--- src/hdl/kpc_pkg.sv ---
// Package: constants and types of the k-mer pair compare block
package kpc_pkg;

  localparam int unsigned MaxLen    = 256;
  localparam int unsigned PlaneBits = 64;
  localparam int unsigned QProdMax  = 65025;
  localparam int unsigned QSumCap   = 16777215;
  localparam int unsigned QSumMaxInt =
    (MaxLen * QProdMax > QSumCap) ? QSumCap : MaxLen * QProdMax;

  localparam int unsigned CountW  = 7;
  localparam int unsigned QualW   = 25;
  localparam logic [CountW-1:0] CountSat = CountW'(PlaneBits + 1);

  // clamp bounds, one bit wider than the stored sum
  localparam logic signed [QualW:0] QSumMax = (QualW + 1)'(QSumMaxInt);
  localparam logic signed [QualW:0] QSumMin = -QSumMax;

  localparam logic [7:0] ChA = 8'h41;
  localparam logic [7:0] ChG = 8'h47;
  localparam logic [7:0] ChC = 8'h43;

  // finished pair, handed from the accumulator to the result stage
  typedef struct packed {
    logic [PlaneBits-1:0]     gc_x;
    logic [PlaneBits-1:0]     dir_x;
    logic                     long_pair;
    logic                     chars_differ;
    logic                     length_mismatch;
    logic signed [QualW-1:0]  quality_sum;
  } snap_t;

endpackage

--- src/hdl/kpc_if.sv ---
// Interfaces: input word channel and result word channel
interface kpc_in_if;
  logic       valid;
  logic       ready;
  logic [7:0] base_a;
  logic [7:0] base_b;
  logic [7:0] qual_a;
  logic [7:0] qual_b;
  logic       has_a;
  logic       has_b;
  logic       last;

  modport source (output valid, base_a, base_b, qual_a, qual_b, has_a, has_b, last,
                  input ready);
  modport sink   (input valid, base_a, base_b, qual_a, qual_b, has_a, has_b, last,
                  output ready);
endinterface

interface kpc_out_if;
  logic               valid;
  logic               ready;
  logic               equal;
  logic [6:0]         mismatch_count;
  logic signed [24:0] match_quality;
  logic               length_differs;

  modport source (output valid, equal, mismatch_count, match_quality, length_differs,
                  input ready);
  modport sink   (input valid, equal, mismatch_count, match_quality, length_differs,
                  output ready);
endinterface

--- src/hdl/kmer_pair_compare_top.sv ---
// Top level of the k-mer pair compare block
//
// Input channel in_i: one word per position of the pair, carrying the base and
// quality of each k-mer, presence flags and a last flag. Output channel out_o:
// one word per pair, sent for the word marked last, with the equality flag,
// mismatch count over the first 64 positions, signed quality score and the
// length-differs flag. Both channels use valid/ready.
//
// Throughput: one input word per cycle while in_i.ready is high. Three register
// stages (input register, accumulator with pair snapshot, result register); the
// last word of a pair moves into the snapshot, its result word then into out_o.
//
// Reset clears the accumulator and all valid flags; no words are held.
// When the receiver stalls, the result register holds its word, a second
// finished pair waits in the snapshot register, and words that are not last
// keep flowing into the accumulator. Only a last word that finds both of
// those full waits in the input register, which then lowers in_i.ready.
module kmer_pair_compare_top
  import kpc_pkg::*;
(
  input  logic      clk_i,
  input  logic      rst_ni,
  kpc_in_if.sink    in_i,
  kpc_out_if.source out_o
);

  logic  snap_valid;
  logic  snap_ready;
  snap_t snap;

  kpc_accum u_accum (
    .clk_i        (clk_i),
    .rst_ni       (rst_ni),
    .in_i         (in_i),
    .snap_valid_o (snap_valid),
    .snap_ready_i (snap_ready),
    .snap_o       (snap)
  );

  kpc_result u_result (
    .clk_i        (clk_i),
    .rst_ni       (rst_ni),
    .snap_valid_i (snap_valid),
    .snap_ready_o (snap_ready),
    .snap_i       (snap),
    .out_o        (out_o)
  );

endmodule

--- src/hdl/kpc_accum.sv ---
// Input register, per-pair accumulator and finished-pair snapshot register
module kpc_accum
  import kpc_pkg::*;
(
  input  logic   clk_i,
  input  logic   rst_ni,
  kpc_in_if.sink in_i,
  output logic   snap_valid_o,
  input  logic   snap_ready_i,
  output snap_t  snap_o
);

  // input register
  logic       v0_q, v0_d;
  logic [7:0] ba_q, bb_q, qa_q, qb_q;
  logic       ha_q, hb_q, last_q;

  // accumulator
  logic [PlaneBits-1:0]    gca_q, gca_d, dira_q, dira_d, gcb_q, gcb_d, dirb_q, dirb_d;
  logic [CountW-1:0]       cnt_q, cnt_d;
  logic signed [QualW-1:0] sum_q, sum_d;
  logic                    cd_q, cd_d, lm_q, lm_d;

  // snapshot
  logic  snap_valid_q, snap_valid_d;
  snap_t snap_q, snap_d;

  // updated accumulator values for the word in the input register
  logic [PlaneBits-1:0]    gca_n, dira_n, gcb_n, dirb_n;
  logic [CountW-1:0]       cnt_n;
  logic signed [QualW-1:0] sum_n;
  logic                    cd_n, lm_n;
  logic [15:0]             prod;
  logic signed [QualW:0]   sum_w;
  logic                    both, in_planes;

  logic s1_free, consume, accept;

  assign s1_free  = !snap_valid_q || snap_ready_i;
  assign consume  = v0_q && (!last_q || s1_free);
  assign in_i.ready = !v0_q || consume;
  assign accept   = in_i.valid && in_i.ready;

  always_comb begin
    both      = ha_q && hb_q;
    in_planes = !cnt_q[CountW-1];
    prod      = 16'(qa_q) * 16'(qb_q);

    gca_n  = gca_q;
    dira_n = dira_q;
    gcb_n  = gcb_q;
    dirb_n = dirb_q;
    if (in_planes && ha_q) begin
      gca_n  = {gca_q[PlaneBits-2:0], (ba_q == ChG) || (ba_q == ChC)};
      dira_n = {dira_q[PlaneBits-2:0], (ba_q == ChA) || (ba_q == ChG)};
    end
    if (in_planes && hb_q) begin
      gcb_n  = {gcb_q[PlaneBits-2:0], (bb_q == ChG) || (bb_q == ChC)};
      dirb_n = {dirb_q[PlaneBits-2:0], (bb_q == ChA) || (bb_q == ChG)};
    end

    lm_n = lm_q || (ha_q != hb_q);
    cd_n = cd_q || (both && (ba_q != bb_q));

    sum_w = (ba_q == bb_q) ? (QualW + 1)'(sum_q) + $signed((QualW + 1)'(prod))
                           : (QualW + 1)'(sum_q) - $signed((QualW + 1)'(prod));
    if (!both) begin
      sum_n = sum_q;
    end else if (sum_w > QSumMax) begin
      sum_n = QualW'(QSumMax);
    end else if (sum_w < QSumMin) begin
      sum_n = QualW'(QSumMin);
    end else begin
      sum_n = QualW'(sum_w);
    end

    cnt_n = (cnt_q < CountSat) ? cnt_q + CountW'(1) : cnt_q;
  end

  always_comb begin
    v0_d = v0_q;
    if (accept) begin
      v0_d = 1'b1;
    end else if (consume) begin
      v0_d = 1'b0;
    end

    gca_d  = gca_q;
    dira_d = dira_q;
    gcb_d  = gcb_q;
    dirb_d = dirb_q;
    cnt_d  = cnt_q;
    sum_d  = sum_q;
    cd_d   = cd_q;
    lm_d   = lm_q;

    snap_valid_d = snap_valid_q && !snap_ready_i;
    snap_d       = snap_q;

    snap_d.gc_x            = gca_n ^ gcb_n;
    snap_d.dir_x           = dira_n ^ dirb_n;
    snap_d.long_pair       = (cnt_n == CountSat);
    snap_d.chars_differ    = cd_n;
    snap_d.length_mismatch = lm_n;
    snap_d.quality_sum     = sum_n;
    if (!(consume && last_q)) begin
      snap_d = snap_q;
    end

    if (consume) begin
      if (last_q) begin
        // pair done: hand it on and start clean
        snap_valid_d = 1'b1;
        gca_d  = '0;
        dira_d = '0;
        gcb_d  = '0;
        dirb_d = '0;
        cnt_d  = '0;
        sum_d  = '0;
        cd_d   = 1'b0;
        lm_d   = 1'b0;
      end else begin
        gca_d  = gca_n;
        dira_d = dira_n;
        gcb_d  = gcb_n;
        dirb_d = dirb_n;
        cnt_d  = cnt_n;
        sum_d  = sum_n;
        cd_d   = cd_n;
        lm_d   = lm_n;
      end
    end
  end

  always_ff @(posedge clk_i or negedge rst_ni) begin
    if (!rst_ni) begin
      v0_q         <= 1'b0;
      gca_q        <= '0;
      dira_q       <= '0;
      gcb_q        <= '0;
      dirb_q       <= '0;
      cnt_q        <= '0;
      sum_q        <= '0;
      cd_q         <= 1'b0;
      lm_q         <= 1'b0;
      snap_valid_q <= 1'b0;
    end else begin
      v0_q         <= v0_d;
      gca_q        <= gca_d;
      dira_q       <= dira_d;
      gcb_q        <= gcb_d;
      dirb_q       <= dirb_d;
      cnt_q        <= cnt_d;
      sum_q        <= sum_d;
      cd_q         <= cd_d;
      lm_q         <= lm_d;
      snap_valid_q <= snap_valid_d;
    end
  end

  always_ff @(posedge clk_i) begin
    if (accept) begin
      ba_q   <= in_i.base_a;
      bb_q   <= in_i.base_b;
      qa_q   <= in_i.qual_a;
      qb_q   <= in_i.qual_b;
      ha_q   <= in_i.has_a;
      hb_q   <= in_i.has_b;
      last_q <= in_i.last;
    end
    snap_q <= snap_d;
  end

  assign snap_valid_o = snap_valid_q;
  assign snap_o       = snap_q;

endmodule

--- src/hdl/kpc_result.sv ---
// Result stage: mismatch popcount, equality decision and output register
module kpc_result
  import kpc_pkg::*;
(
  input  logic       clk_i,
  input  logic       rst_ni,
  input  logic       snap_valid_i,
  output logic       snap_ready_o,
  input  snap_t      snap_i,
  kpc_out_if.source  out_o
);

  logic                    valid_q, valid_d;
  logic                    equal_q, equal_d;
  logic [CountW-1:0]       mcount_q, mcount_d;
  logic signed [QualW-1:0] qual_q, qual_d;
  logic                    ldiff_q, ldiff_d;
  logic                    free, load;
  logic [PlaneBits-1:0]    diff;

  // two-level count: eight bytes, then the eight byte counts
  function automatic logic [3:0] ones8(input logic [7:0] v);
    logic [3:0] n;
    n = '0;
    for (int i = 0; i < 8; i++) begin
      n = n + 4'(v[i]);
    end
    return n;
  endfunction

  always_comb begin
    logic [3:0] grp [8];
    diff = snap_i.gc_x | snap_i.dir_x;
    for (int g = 0; g < 8; g++) begin
      grp[g] = ones8(diff[g*8 +: 8]);
    end
    mcount_d = '0;
    for (int g = 0; g < 8; g++) begin
      mcount_d = mcount_d + CountW'(grp[g]);
    end
  end

  assign free         = !valid_q || out_o.ready;
  assign load         = snap_valid_i && free;
  assign snap_ready_o = free;

  always_comb begin
    valid_d = load ? 1'b1 : (out_o.ready ? 1'b0 : valid_q);
    equal_d = !snap_i.length_mismatch && (snap_i.gc_x == '0) && (snap_i.dir_x == '0) &&
              (!snap_i.long_pair || !snap_i.chars_differ);
    qual_d  = snap_i.length_mismatch ? '0 : snap_i.quality_sum;
    ldiff_d = snap_i.length_mismatch;
  end

  always_ff @(posedge clk_i or negedge rst_ni) begin
    if (!rst_ni) begin
      valid_q <= 1'b0;
    end else begin
      valid_q <= valid_d;
    end
  end

  always_ff @(posedge clk_i) begin
    if (load) begin
      equal_q  <= equal_d;
      mcount_q <= mcount_d;
      qual_q   <= qual_d;
      ldiff_q  <= ldiff_d;
    end
  end

  assign out_o.valid          = valid_q;
  assign out_o.equal          = equal_q;
  assign out_o.mismatch_count = mcount_q;
  assign out_o.match_quality  = qual_q;
  assign out_o.length_differs = ldiff_q;

endmodule

--- src/flat_wrapper.sv ---
// flat-port wrapper written by rule: the top's interface ports become plain ports
module kmer_pair_compare_top_flat import kpc_pkg::*;
  (clk_i, rst_ni, in_i_valid, in_i_base_a, in_i_base_b, in_i_qual_a, in_i_qual_b, in_i_has_a, in_i_has_b, in_i_last, in_i_ready, out_o_valid, out_o_equal, out_o_mismatch_count, out_o_match_quality, out_o_length_differs, out_o_ready);
  kpc_in_if in_i_i ();
  kpc_out_if out_o_i ();
  input  logic clk_i;
  input  logic rst_ni;
  input wire logic [$bits(in_i_i.valid)-1:0] in_i_valid;
  input wire logic [$bits(in_i_i.base_a)-1:0] in_i_base_a;
  input wire logic [$bits(in_i_i.base_b)-1:0] in_i_base_b;
  input wire logic [$bits(in_i_i.qual_a)-1:0] in_i_qual_a;
  input wire logic [$bits(in_i_i.qual_b)-1:0] in_i_qual_b;
  input wire logic [$bits(in_i_i.has_a)-1:0] in_i_has_a;
  input wire logic [$bits(in_i_i.has_b)-1:0] in_i_has_b;
  input wire logic [$bits(in_i_i.last)-1:0] in_i_last;
  output wire logic [$bits(in_i_i.ready)-1:0] in_i_ready;
  output wire logic [$bits(out_o_i.valid)-1:0] out_o_valid;
  output wire logic [$bits(out_o_i.equal)-1:0] out_o_equal;
  output wire logic [$bits(out_o_i.mismatch_count)-1:0] out_o_mismatch_count;
  output wire logic [$bits(out_o_i.match_quality)-1:0] out_o_match_quality;
  output wire logic [$bits(out_o_i.length_differs)-1:0] out_o_length_differs;
  input wire logic [$bits(out_o_i.ready)-1:0] out_o_ready;
  assign in_i_i.valid = in_i_valid;
  assign in_i_i.base_a = in_i_base_a;
  assign in_i_i.base_b = in_i_base_b;
  assign in_i_i.qual_a = in_i_qual_a;
  assign in_i_i.qual_b = in_i_qual_b;
  assign in_i_i.has_a = in_i_has_a;
  assign in_i_i.has_b = in_i_has_b;
  assign in_i_i.last = in_i_last;
  assign in_i_ready = in_i_i.ready;
  assign out_o_valid = out_o_i.valid;
  assign out_o_equal = out_o_i.equal;
  assign out_o_mismatch_count = out_o_i.mismatch_count;
  assign out_o_match_quality = out_o_i.match_quality;
  assign out_o_length_differs = out_o_i.length_differs;
  assign out_o_i.ready = out_o_ready;
  kmer_pair_compare_top u_core (.clk_i(clk_i), .rst_ni(rst_ni), .in_i(in_i_i), .out_o(out_o_i));
endmodule
--- config.mk ---
export PLATFORM = sky130hd
export DESIGN_NAME = kmer_pair_compare_top_flat
export DESIGN_NICKNAME = d
export VERILOG_FILES = /design/src/hdl/kpc_pkg.sv /design/src/hdl/kpc_if.sv /design/src/hdl/kmer_pair_compare_top.sv /design/src/hdl/kpc_accum.sv /design/src/hdl/kpc_result.sv /design/src/flat_wrapper.sv
export SDC_FILE = /design/constraint.sdc
export NUM_CORES = 1
export LEC_CHECK = 0
export BUFFER_PORTS_ARGS = -buffer_cell sky130_fd_sc_hd__buf_2
export CORE_UTILIZATION = 35
export DETAILED_ROUTE_END_ITERATION = 10
export SYNTH_ARGS = -nofsm -noshare
export SYNTH_HDL_FRONTEND = slang
export SYNTH_SLANG_ARGS = --single-unit
export TNS_END_PERCENT = 50
--- constraint.sdc ---
create_clock -name clk_i -period 7.1 [get_ports clk_i]
set_input_delay 1.42 -clock clk_i [delete_from_list [all_inputs] [get_ports clk_i]]
set_output_delay 1.42 -clock clk_i [all_outputs]
set_load 0.1 [all_outputs]
# [Yosys cells after proc, flatten, opt, wreduce, memory -nomap -nowiden]
# Cells that the tools add are included.
[op_classes] n_addsub=66 mul=1 magnitude_cmp=3 n_eq_ne=10 n_mux=23 bitwise_logic=3 n_reduce_logical=36
[ops] operator="64-bit 2-to-1 mux" n=8
[ops] operator="4-bit by 1-bit adder with 4-bit output" n=32
[ops] operator="64-bit zero test" n=2
[ops] operator="64-bit bitwise XOR" n=2
[ops] operator="25-bit 2-to-1 mux" n=4
[ops] operator="64-bit OR" n=1
[ops] operator="8-bit by 7-bit == test with 1-bit output (second input constant)" n=6
[ops] operator="3-bit by 1-bit adder with 4-bit output" n=8
[ops] operator="7-bit by 4-bit adder with 7-bit output" n=4
[ops] operator="25-bit by 17-bit adder with 26-bit output" n=1
[ops] operator="26-bit by 25-bit > comparator with 1-bit output (second input constant)" n=1
[ops] operator="26-bit by 25-bit less-than comparator with 1-bit output (second input constant)" n=1
[ops] operator="26-bit 2-to-1 mux" n=1
[ops] operator="25-bit by 17-bit subtractor with 26-bit output" n=1
[ops] operator="2-bit by 1-bit adder with 3-bit output" n=8
[ops] operator="1-bit by 1-bit adder with 2-bit output" n=8
[ops] operator="8-bit by 8-bit multiplier with 16-bit output" n=1
[ops] operator="7-bit 2-to-1 mux" n=2
[ops] operator="1-bit logical AND" n=12
[ops] operator="1-bit logical OR" n=11
[ops] operator="1-bit zero test" n=9
[ops] operator="8-bit == test" n=1
[ops] operator="1-bit 2-to-1 mux" n=8
[ops] operator="8-bit inequality test" n=1
[ops] operator="other kinds (8)" n=9
[word_totals] ff_bits=518 input_bits=39 output_inout_bits=36 wordCells=170

# [Logic depth before layout (Yosys ltp)]
# Gate-level depths: netlist (run 1).
[depth] ltp_word=15 ltp_mapped=32 ltp_nobuf=31

# [Hierarchy]
# Synthesis (run 1) repeated with hierarchy kept, for this count alone.
[unflattened] hier_cells=2871 hier_area_um2=30580.6
[modules_own_cells] module="kpc_accum" instances=1 cells_each=2531 area_per_inst_um2=26909.6 seq_area_each_um2=13042.5
[modules_own_cells] module="kpc_result" instances=1 cells_each=340 area_per_inst_um2=3671.0 seq_area_each_um2=1046.0

# [Least setup slack after synthesis (run 1)]
# No wires, ideal clock.
[synth_path] path_kind="register -> register" start="register u_core.u_accum.qb_q[2]" end="register u_core.u_accum.snap_q, in the netlist u_core.u_accum.snap_o[0], data pin" setup_ns=0.267 arrival_ns=7.240 path_slack_ns=-0.407 stages_incl_launch_ff=29 path_buffers=1 synth_period_minus_slack_ns=7.507 cell_sequence="edfxtp_1 > and2_1 > fa_1 > fa_1 > inv_1 > fa_1 > fa_1 > inv_1 > ha_1 > a21o_1 > a22o_1 > nor2_4 > xor2_2 > nand2_1 > or4_1 > buf_2 > o21ai_0 > xnor2_1 > ha_1 > a21oi_1 > o21ai_0 > o21ai_1 > a211oi_1 > a2111oi_0 > xnor2_1 > nand2_1 > o41ai_2 > a2bb2oi_2 > o2bb2ai_1"
[synth_via] elab_chain_cells=7 elab_cells_between_ends=9 cone_classes="add/sub: 2; mul: 1; order compare: 2; mux: 4"
[synth_rtl] element="start, declared" line="kpc_accum.sv:15" source="logic [7:0] ba_q, bb_q, qa_q, qb_q;"
[synth_rtl] element="start signal, assigned" line="kpc_accum.sv:166" source="qb_q <= in_i.qual_b;"
[synth_rtl] element="8-bit by 8-bit multiplier with 16-bit output (*)" line="kpc_accum.sv:47" source="prod = 16'(qa_q) * 16'(qb_q);"
[synth_rtl] element="25-bit by 17-bit subtractor with 26-bit output or 25-bit by 17-bit adder with 26-bit output (tied branches)" line="kpc_accum.sv:66, kpc_accum.sv:65"
[synth_rtl] element="26-bit 2-to-1 mux (*)" line="kpc_accum.sv:65" source="sum_w = (ba_q == bb_q) ? (QualW + 1)'(sum_q) + $signed((QualW + 1)'(prod))"
[synth_rtl] element="26-bit by 25-bit less-than comparator with 1-bit output" line="kpc_accum.sv:71" source="end else if (sum_w < QSumMin) begin"
[synth_rtl] element="25-bit 2-to-1 mux" line="kpc_accum.sv:71"
[synth_rtl] element="25-bit 2-to-1 mux (*)" line="kpc_accum.sv:69" source="end else if (sum_w > QSumMax) begin"
[synth_rtl] element="25-bit 2-to-1 mux (*)" line="kpc_accum.sv:67" source="if (!both) begin"
[synth_rtl] element="via u_core.u_accum.sum_n[0]" line="kpc_accum.sv:31" source="logic signed [QualW-1:0] sum_n;"
[synth_rtl] element="end signal, assigned" line="kpc_accum.sv:171" source="snap_q <= snap_d;"
[synth_rtl] element="end, declared" line="kpc_accum.sv:26" source="snap_t snap_q, snap_d;"
# Mark *: on every way through the listed nets, which the timed path passes. The rest lies on a longest branch.
# A chain may end at the register's enable or synchronous reset.

# [Worst setup path in the final report (run 1)]
[layout_path] start="register u_core.u_accum.qa_q[3]" end="register u_core.u_accum.snap_q, in the netlist u_core.u_accum.snap_o[0], data pin"
[layout_via] elab_chain_cells=7 elab_cells_between_ends=9 cone_classes="add/sub: 2; mul: 1; order compare: 2; mux: 4"
[layout_rtl] element="start, declared" line="kpc_accum.sv:15"
[layout_rtl] element="start signal, assigned" line="kpc_accum.sv:165" source="qa_q <= in_i.qual_a;"
[layout_rtl] element="8-bit by 8-bit multiplier with 16-bit output (*)" line="kpc_accum.sv:47"
[layout_rtl] element="25-bit by 17-bit subtractor with 26-bit output or 25-bit by 17-bit adder with 26-bit output (tied branches)" line="kpc_accum.sv:66, kpc_accum.sv:65"
[layout_rtl] element="26-bit 2-to-1 mux (*)" line="kpc_accum.sv:65"
[layout_rtl] element="26-bit by 25-bit less-than comparator with 1-bit output" line="kpc_accum.sv:71"
[layout_rtl] element="25-bit 2-to-1 mux" line="kpc_accum.sv:71"
[layout_rtl] element="25-bit 2-to-1 mux (*)" line="kpc_accum.sv:69"
[layout_rtl] element="25-bit 2-to-1 mux (*)" line="kpc_accum.sv:67"
[layout_rtl] element="via u_core.u_accum.sum_n[0]" line="kpc_accum.sv:31"
# Marks and branches as above.

==> results of run 1 <==
## cell usage in the layout, fill, tap and decap left out, types with 86 or more instances in the layout
| cell type | n |
|---|---|
| xor2_1 | 143 |
| inv_1 | 132 |
| a22oi_1 | 255 |
| mux2i_1 | 253 |
| edfxtp_1 | 225 |
| nand2_1 | 324 |
| dfrtp_1 | 293 |
| buf_4 | 167 |
| fa_1 | 86 |
| nor2_1 | 86 |
| o21ai_0 | 272 |
## worst max-delay path, delay by kind of cell, from the launching register on
family	cells	cell delay [ns]
AOI/OAI and AO/OA	11	2.48
and+or+nand+nor	4	0.59
buffers and inverters	6	0.80
adders and majority gates	6	2.45
xor gates and xnor gates	2	0.41
DFF	1	0.46
## where the power goes
part	switching [mW]	leakage [nW]	internal [mW]	total [mW]
clock	1.26	0.928	1.76	3.02
sequential	0.137	6.22	3.51	3.64
combinational	4.17	7.19	3.30	7.47
total	5.57	14.3	8.56	14.1
## timing repair
item	in CTS	in global routing
resized for setup	100	69
gates cloned	1	0
setup buffers	22	9
pin swaps	40	17
setup endpoints to repair	50	50
## path summary, 6_finish.rpt
kind | end | slack (ns) | from | cells after the start
worst max-delay path | u_core.u_accum.snap_o[0] | -0.35 | u_core.u_accum.qa_q[3] | 29
worst min-delay path | u_core.u_accum.lm_q | 0.50 | u_core.u_accum.lm_q | 2
worst max register to register | u_core.u_accum.snap_o[0] | -0.35 | u_core.u_accum.qa_q[3] | 29
worst min register to register | u_core.u_accum.lm_q | 0.50 | u_core.u_accum.lm_q | 2
max in group asynchronous | u_core.u_accum.sum_q[24] | 4.91 | rst_ni | 2
min in group asynchronous | u_core.u_accum.dira_q[26] | 0.80 | rst_ni | 1
## state kept, by name, summed over array words and instances (netlist names)
register	count
u_core.u_accum.ba_q	8
u_core.u_accum.bb_q	8
u_core.u_accum.cd_q	1
u_core.u_accum.cnt_q	7
u_core.u_accum.dira_q	64
u_core.u_accum.dirb_q	64
u_core.u_accum.gca_q	64
u_core.u_accum.gcb_q	64
u_core.u_accum.ha_q	1
u_core.u_accum.hb_q	1
u_core.u_accum.last_q	1
u_core.u_accum.lm_q	1
u_core.u_accum.qa_q	8
u_core.u_accum.qb_q	8
u_core.u_accum.snap_o	156
u_core.u_accum.snap_valid_o	1
u_core.u_accum.sum_q	25
u_core.u_accum.v0_q	1
u_core.u_result.out_o.equal	1
u_core.u_result.out_o.length_differs	1
u_core.u_result.out_o.match_quality	25
u_core.u_result.out_o.mismatch_count	7
u_core.u_result.out_o.valid	1
## per-layer routing
layer	vias to the layer above	part of all wire, %	global-route usage (%)
li1	10300	-	-
met1	10700	48	23.6
met2	370	46	25.9
met3	77	3.8	2.43
met4	0	2.2	4.17
met5	-	0	0
## cell families after synthesis
logic type               synth area share, %
AND/OR/NAND/NOR                         10.3
flip-flops                              46.9
adder cells (fa/ha/maj)                 9.43
multiplexers                            8.51
AO/OA/AOI/OAI                           15.5
buffers and inverters                   3.80
XOR/XNOR                                5.54
## final cells by class
cell class	instances	area, sq um	area share (%)
inverter	136	510	1.44
clock inverter	27	314	0.885
clock buffer	81	1600	4.50
tap	1144	1430	4.03
sequential	518	14100	39.7
timing repair buffer	255	1840	5.17
multi-input combinational	1995	15700	44.3
## per-stage QoR
| stage | area [sq um] | worst slack, ns | hold slack [ns] | total power, mW | util (%) |
|---|---|---|---|---|---|
| after floorplan | 30200 | 0.00582 | 0.454 | 7.83 | - |
| after global placement | 32600 | -0.342 | 0.474 | 9.91 | 38.3 |
| after detailed placement | 32600 | -0.500 | 0.490 | 9.97 | 38.3 |
| after CTS | 35100 | -0.221 | 0.504 | 13.8 | 41.2 |
| after global routing | 35500 | -0.661 | 0.551 | 15.0 | 41.7 |
| final | 35500 | -0.349 | 0.495 | 14.1 | 41.7 |
==> run metrics, run 1 <==
TNS Setup=-8.61 ns; Net Count, Synth=3021; vias in the first global route=about 21000; layout net count=3173; first-pass GRT wire length=116000 um; Via Count=~21000; die area=0.0870 sq mm; placed insts=4017; skew final=0.0373 ns; part of the cycle the worst path needs=105%; Synth cell types=between 80 and 90; Mapped Area=0.0300 sq mm; fill count=8082; Primary FF master, synth=dfrtp_1; dpl hpwl=45000 um; fmax=134 MHz; DRT iter0 DRCs=1752; Num CTS Buffers=between 50 and 60; startpoint types=flip-flop; count leader, synth=nand2_1; CP max stage delay=0.58 ns; CTS tree=done; I/O pin cnt=75; CP max-delay cell=fa_1; share of cells above drive strength 1=17.5%; Yosys top cell area share=24.4%; Initial Utilization=a little over a third; Worst-path clk slew=0.06 ns; Syn Inst Count=between 2000 and 3000; WL per Instance=17.1 um; Die W=around 290 um; PwrDens=roughly 400 mW/mm^2; Max Fanout on Critical Path=5; RSZ-0062 raised after global routing=true; Lkg Pwr=between 10 and 15 nW; clock root cell=clkbuf_16; crit-path most repeated cell=fa_1; Setup CP Type=flip-flop to flip-flop; Final Slew Violations=0; synth cell count leaders=nand2_1 (334), o21ai_0 (294), dfrtp_1 (293); Seq/Total Area, Yosys=46.9%; fin worst setup slack=-0.349 ns; largest net degree at the start of global routing=178; post-synthesis area per instance=10.7 sq um; grt total ovfl=0; final hold violations=0; CTS Buffer Depth=3; failing checks=setup timing; # setup viols final=47; run status=finished with violations; GRT Total Usage=16.4%; hold_buf cts=0; initial antenna violation count=1; Critical Path AT=7.82 ns; worst slew pin tran=about 1.2 ns; gp weighted congestion=0.875; worst-skew pair later-pin latency=approximately 0.63 ns; Detailed Routing Iterations Pass 1=5; via density per instance=5.17; Hold WC Path Type=flip-flop to flip-flop; htree depth=2; minimum clock period=7.45 ns; top area cells in the synthesized netlist=dfrtp_1 (24%), edfxtp_1 (22%), mux2i_1 (8.4%); DRC=0; Synth warnings=0; CTS sink cnt=approximately 520; CORE AREA=0.0851 sq mm; Yosys reg bits=518; Peak VDD IR=roughly 0.00041 V; Yosys top cell by area=dfrtp_1; Area Overhead vs Synth=18.2%; EDFF count, synth=225; post-route insts no fill=4156; Post-DRT Antenna Nets=0; Max-Slew Margin vs Limit=~20%; Port Buffers=74; diode count=0; asr flop ratio synth=around 57%; Post-Route WL=roughly 71000 um; row count=107; crit end category=flip-flop; chip height=295 um; Worst EP required=7.47 ns; max-cap viol count=0
Power figures use the tool's default switching activity.
==> inputs of run 2 (changes only) <==
Settings changed: SYNTH_HIERARCHICAL from default to 1, TNS_END_PERCENT 50 to 20.
==> run 2 against run 1 <==
Critical endpoint is now u_core/u_accum/sum_q[17]. Setup slack got worse by 0.054 ns. Wire length increased by 8.0%. The run still ends with setup timing left. Maximum frequency decreased by 0.72%. Via count increased by 3.7%. Die area increased by 1.8%. Utilization about the same. Synthesized cell count increased by 2.1%. Clock power decreased by 3%. Cell area increased by 1.6%. Power increased by 21%. Global-route usage increased by 0.68 points. Clock skew increased by 0.028 ns. Largest power group unchanged.
==> run metrics, run 2 <==
Max-Slew Margin vs Limit=24.4% (+4.8 points); diode count=0 (unchanged); final hold violations=0 (unchanged); Hold WC Path Type=flip-flop to flip-flop; Initial Utilization=35.3% (about the same); crit-path most repeated cell=fa_1; Area Overhead vs Synth=17.9%; most frequent cells in the layout=nand2_1 (331), dfrtp_1 (293), o21ai_0 (276); GRT Total Usage=17.1% (+0.68 points); max reg flops=156 (unchanged); number of buffers and inverters on the critical path=4 (-2); worst-skew pair later-pin latency=0.66 ns (+0.03 ns); commonest non-fill, non-tap cell in the layout=nand2_1; htree depth=2 (unchanged); RSZ-0062 raised after global routing=true; Max Fanout on Critical Path=5 (unchanged); Synth cell types=90 (+9.8%); PwrDens=473 mW/mm^2 (+19%); skew final=0.0651 ns (+0.0278 ns); Critical Path AT=8.04 ns (+0.22 ns); Via Count=22300 (+3.7%); fin worst setup slack=-0.403 ns (-0.0543 ns); # setup viols final=46 (-2.1%); run status=finished with violations; hold_buf cts=0 (unchanged); WHS Path Cells=2 (unchanged); max-cap viol count=0 (unchanged); Yosys top cell area share=24.0% (-0.43 points); synth cell count leaders=nand2_1 (335), dfrtp_1 (293), o21ai_0 (286); pre-CTS WS=-0.802 ns (-0.302 ns); failing checks=setup timing; share of cells above drive strength 1=17.5% (+0.021 points); layout net count=3272 (+3.1%); CTS Buffer Depth=3 (unchanged); largest net degree at the start of global routing=159 (-11%); worst hold endpoint=u_core/u_accum/dirb_q[63]; cell area after placement=0.0333 sq mm (+2.0%); Yosys reg bits=518 (unchanged); crit end category=flip-flop; cell family with most CP delay=adder cells; Peak VDD IR=0.00150 V (+260%); Post-DRT Antenna Nets=0 (unchanged); post-synthesis area per instance=10.7 sq um (-0.32%); Seq/Total Area, Yosys=46.1% (-0.83 points); met3 usage=1.94% (-0.49 points); die area=0.0886 sq mm (+1.8%); grt total ovfl=0 (unchanged); Port Buffers=74 (unchanged); CORE AREA=0.0866 sq mm (+1.7%); HP Start=u_core/u_accum/dirb_q[63]; part of the cycle the worst path needs=106% (+0.77 points); reg2reg end=u_core/u_accum/sum_q[17]; worst slew pin tran=1.13 ns (-0.0725 ns); CTS sink cnt=518 (unchanged); CTS tree=done; via density per instance=5.24 (+1.5%); CP max stage delay=0.50 ns (-0.08 ns); asr flop ratio synth=56.6% (unchanged); global routing usage on met1=24.1% (+0.54 points); clock root cell=clkbuf_16; Detailed Routing Iterations Pass 1=5 (unchanged); I/O pin cnt=75 (unchanged); Final Slew Violations=0 (unchanged); count leader, synth=nand2_1; DRT iter0 DRCs=1547 (-12%); minimum clock period=7.50 ns (+0.0543 ns); CP max-delay cell=fa_1; Mapped Area=0.0306 sq mm (+1.8%); reg2reg setup slack=-0.40 ns (-0.05 ns); initial antenna violation count=2 (+1); fmax=133 MHz (-0.72%); dpl hpwl=50100 um (+11%); gp weighted congestion=0.863 (-1.4%); Net Count, Synth=3096 (+2.5%); startpoint types=flip-flop; placed insts=4115 (+2.4%); Finished Cell Area=0.0361 sq mm (+1.6%); R2R depth=29 (unchanged); Worst EP required=7.63 ns (+0.16 ns); worst reg2reg startpoint=u_core/u_accum/qa_q[2]; DRC=0 (unchanged); vias in the first global route=21800 (+2.8%); post-route insts no fill=4249 (+2.2%); Setup CP Type=flip-flop to flip-flop; Num CTS Buffers=57 (unchanged); Synth warnings=6 (+6); chip height=298 um (+0.90%); met2 Use GR=27.6% (+1.6 points); first-pass GRT wire length=122000 um (+5.3%); Syn Inst Count=2871 (+2.1%); Worst-path clk slew=0.08 ns (+0.02 ns); busiest layer in global routing=met2; WL per Instance=18.1 um (+5.7%); Yosys top cell by area=dfrtp_1; Die W=298 um (+0.90%); EDFF count, synth=225 (unchanged); top area cells in the synthesized netlist=dfrtp_1 (24%), edfxtp_1 (22%), mux2i_1 (8.3%); row count=108 (+0.93%); Lkg Pwr=14.7 nW (+2.6%); Primary FF master, synth=dfrtp_1; Post-Route WL=76900 um (+8.0%)
[run 2: changes by cell type in the layout (fill, tap and decap cells not counted), sizes merged, moves of 7 or more]
cell   delta
a22o      -7
a41oi     +8
and2      +8
buf      +34
ha       +16
inv      -12
nor2     -18
nor4     +21
or2       +8
[run 2: how the worst max path moves through the flow]
stage / startpoint / end / slack, ns / depth (start not counted)
floorplan: u_core/u_accum/qa_q[1] / u_core/u_accum/snap_o[1] / -0.76 / 31
global placement: u_core/u_accum/qa_q[2] / u_core/u_accum/sum_q[4] / -0.74 / 28
detailed placement: u_core/u_accum/qa_q[2] / u_core/u_accum/sum_q[4] / -0.80 / 27
CTS: u_core/u_accum/qa_q[1] / u_core/u_accum/sum_q[17] / -0.40 / 29
global route: u_core/u_accum/qa_q[2] / u_core/u_accum/sum_q[17] / -0.70 / 31
finish: u_core/u_accum/qa_q[2] / u_core/u_accum/sum_q[17] / -0.40 / 29
[run 2: repair_timing]
action,4_1_cts,5_1_grt
setup buffers,9,17
setup endpoints to repair,50,53
gates resized for setup,62,101
cloned,1,1
pin swaps,37,55
[run 2: kinds of logic after synthesis]
logic type / Yosys count / share of synthesized area (%)
AOI/OAI and AO/OA: 738 / 15.8
xor gates and xnor gates: 190 / 5.52
adders and majority gates: 187 / 9.85
buffers and inverters: 299 / 3.78
DFF: 518 / 46.1
muxes: 253 / 8.28
and+or+nand+nor: 686 / 10.7
[run 2: worst register-to-register path, delay by kind of cell (launching register included)]
kind,cells,cell delay [ns]
simple gates,7,1.99
xor+xnor,2,0.28
buf+inv,4,0.43
compound gates,9,1.67
flops,1,0.47
fa+ha+maj,6,2.38
mux,1,0.18
[run 2: final cells by class]
type	count	area, sq um
inverter	126	473
fill	8201	50600
clock inverter	24	235
tap	1155	1450
clock buffer	82	1600
timing repair buffer	289	2170
multi-input combinational	2055	16100
sequential	518	14100
[run 2: where the power goes]
part | internal [mW] | switching (mW)
Sequential | 3.70 | 0.174
Clock | 1.65 | 1.28
Combinational | 4.73 | 5.52
[run 2: routing by layer]
layer | vias up | routed length (um)
met1 | 11000 | 35500
met2 | 426 | 36200
met4 | 2 | 2030
met5 | - | 14
met3 | 98 | 3160
li1 | 10700 | -
[run 2: stage by stage]
stage,setup TNS [ns],power (mW),hold WS (ns),util (%)
4_1_cts,-14.82,16.6,0.512,40.9
3_3_place_gp,-29.29,13.2,0.487,38.4
3_5_place_dp,-33.93,13.2,0.493,38.4
2_1_floorplan,-25.67,10.1,0.471,-
5_1_grt,-28.12,18.2,0.564,41.6
6_report,-14.21,17.0,0.506,41.6
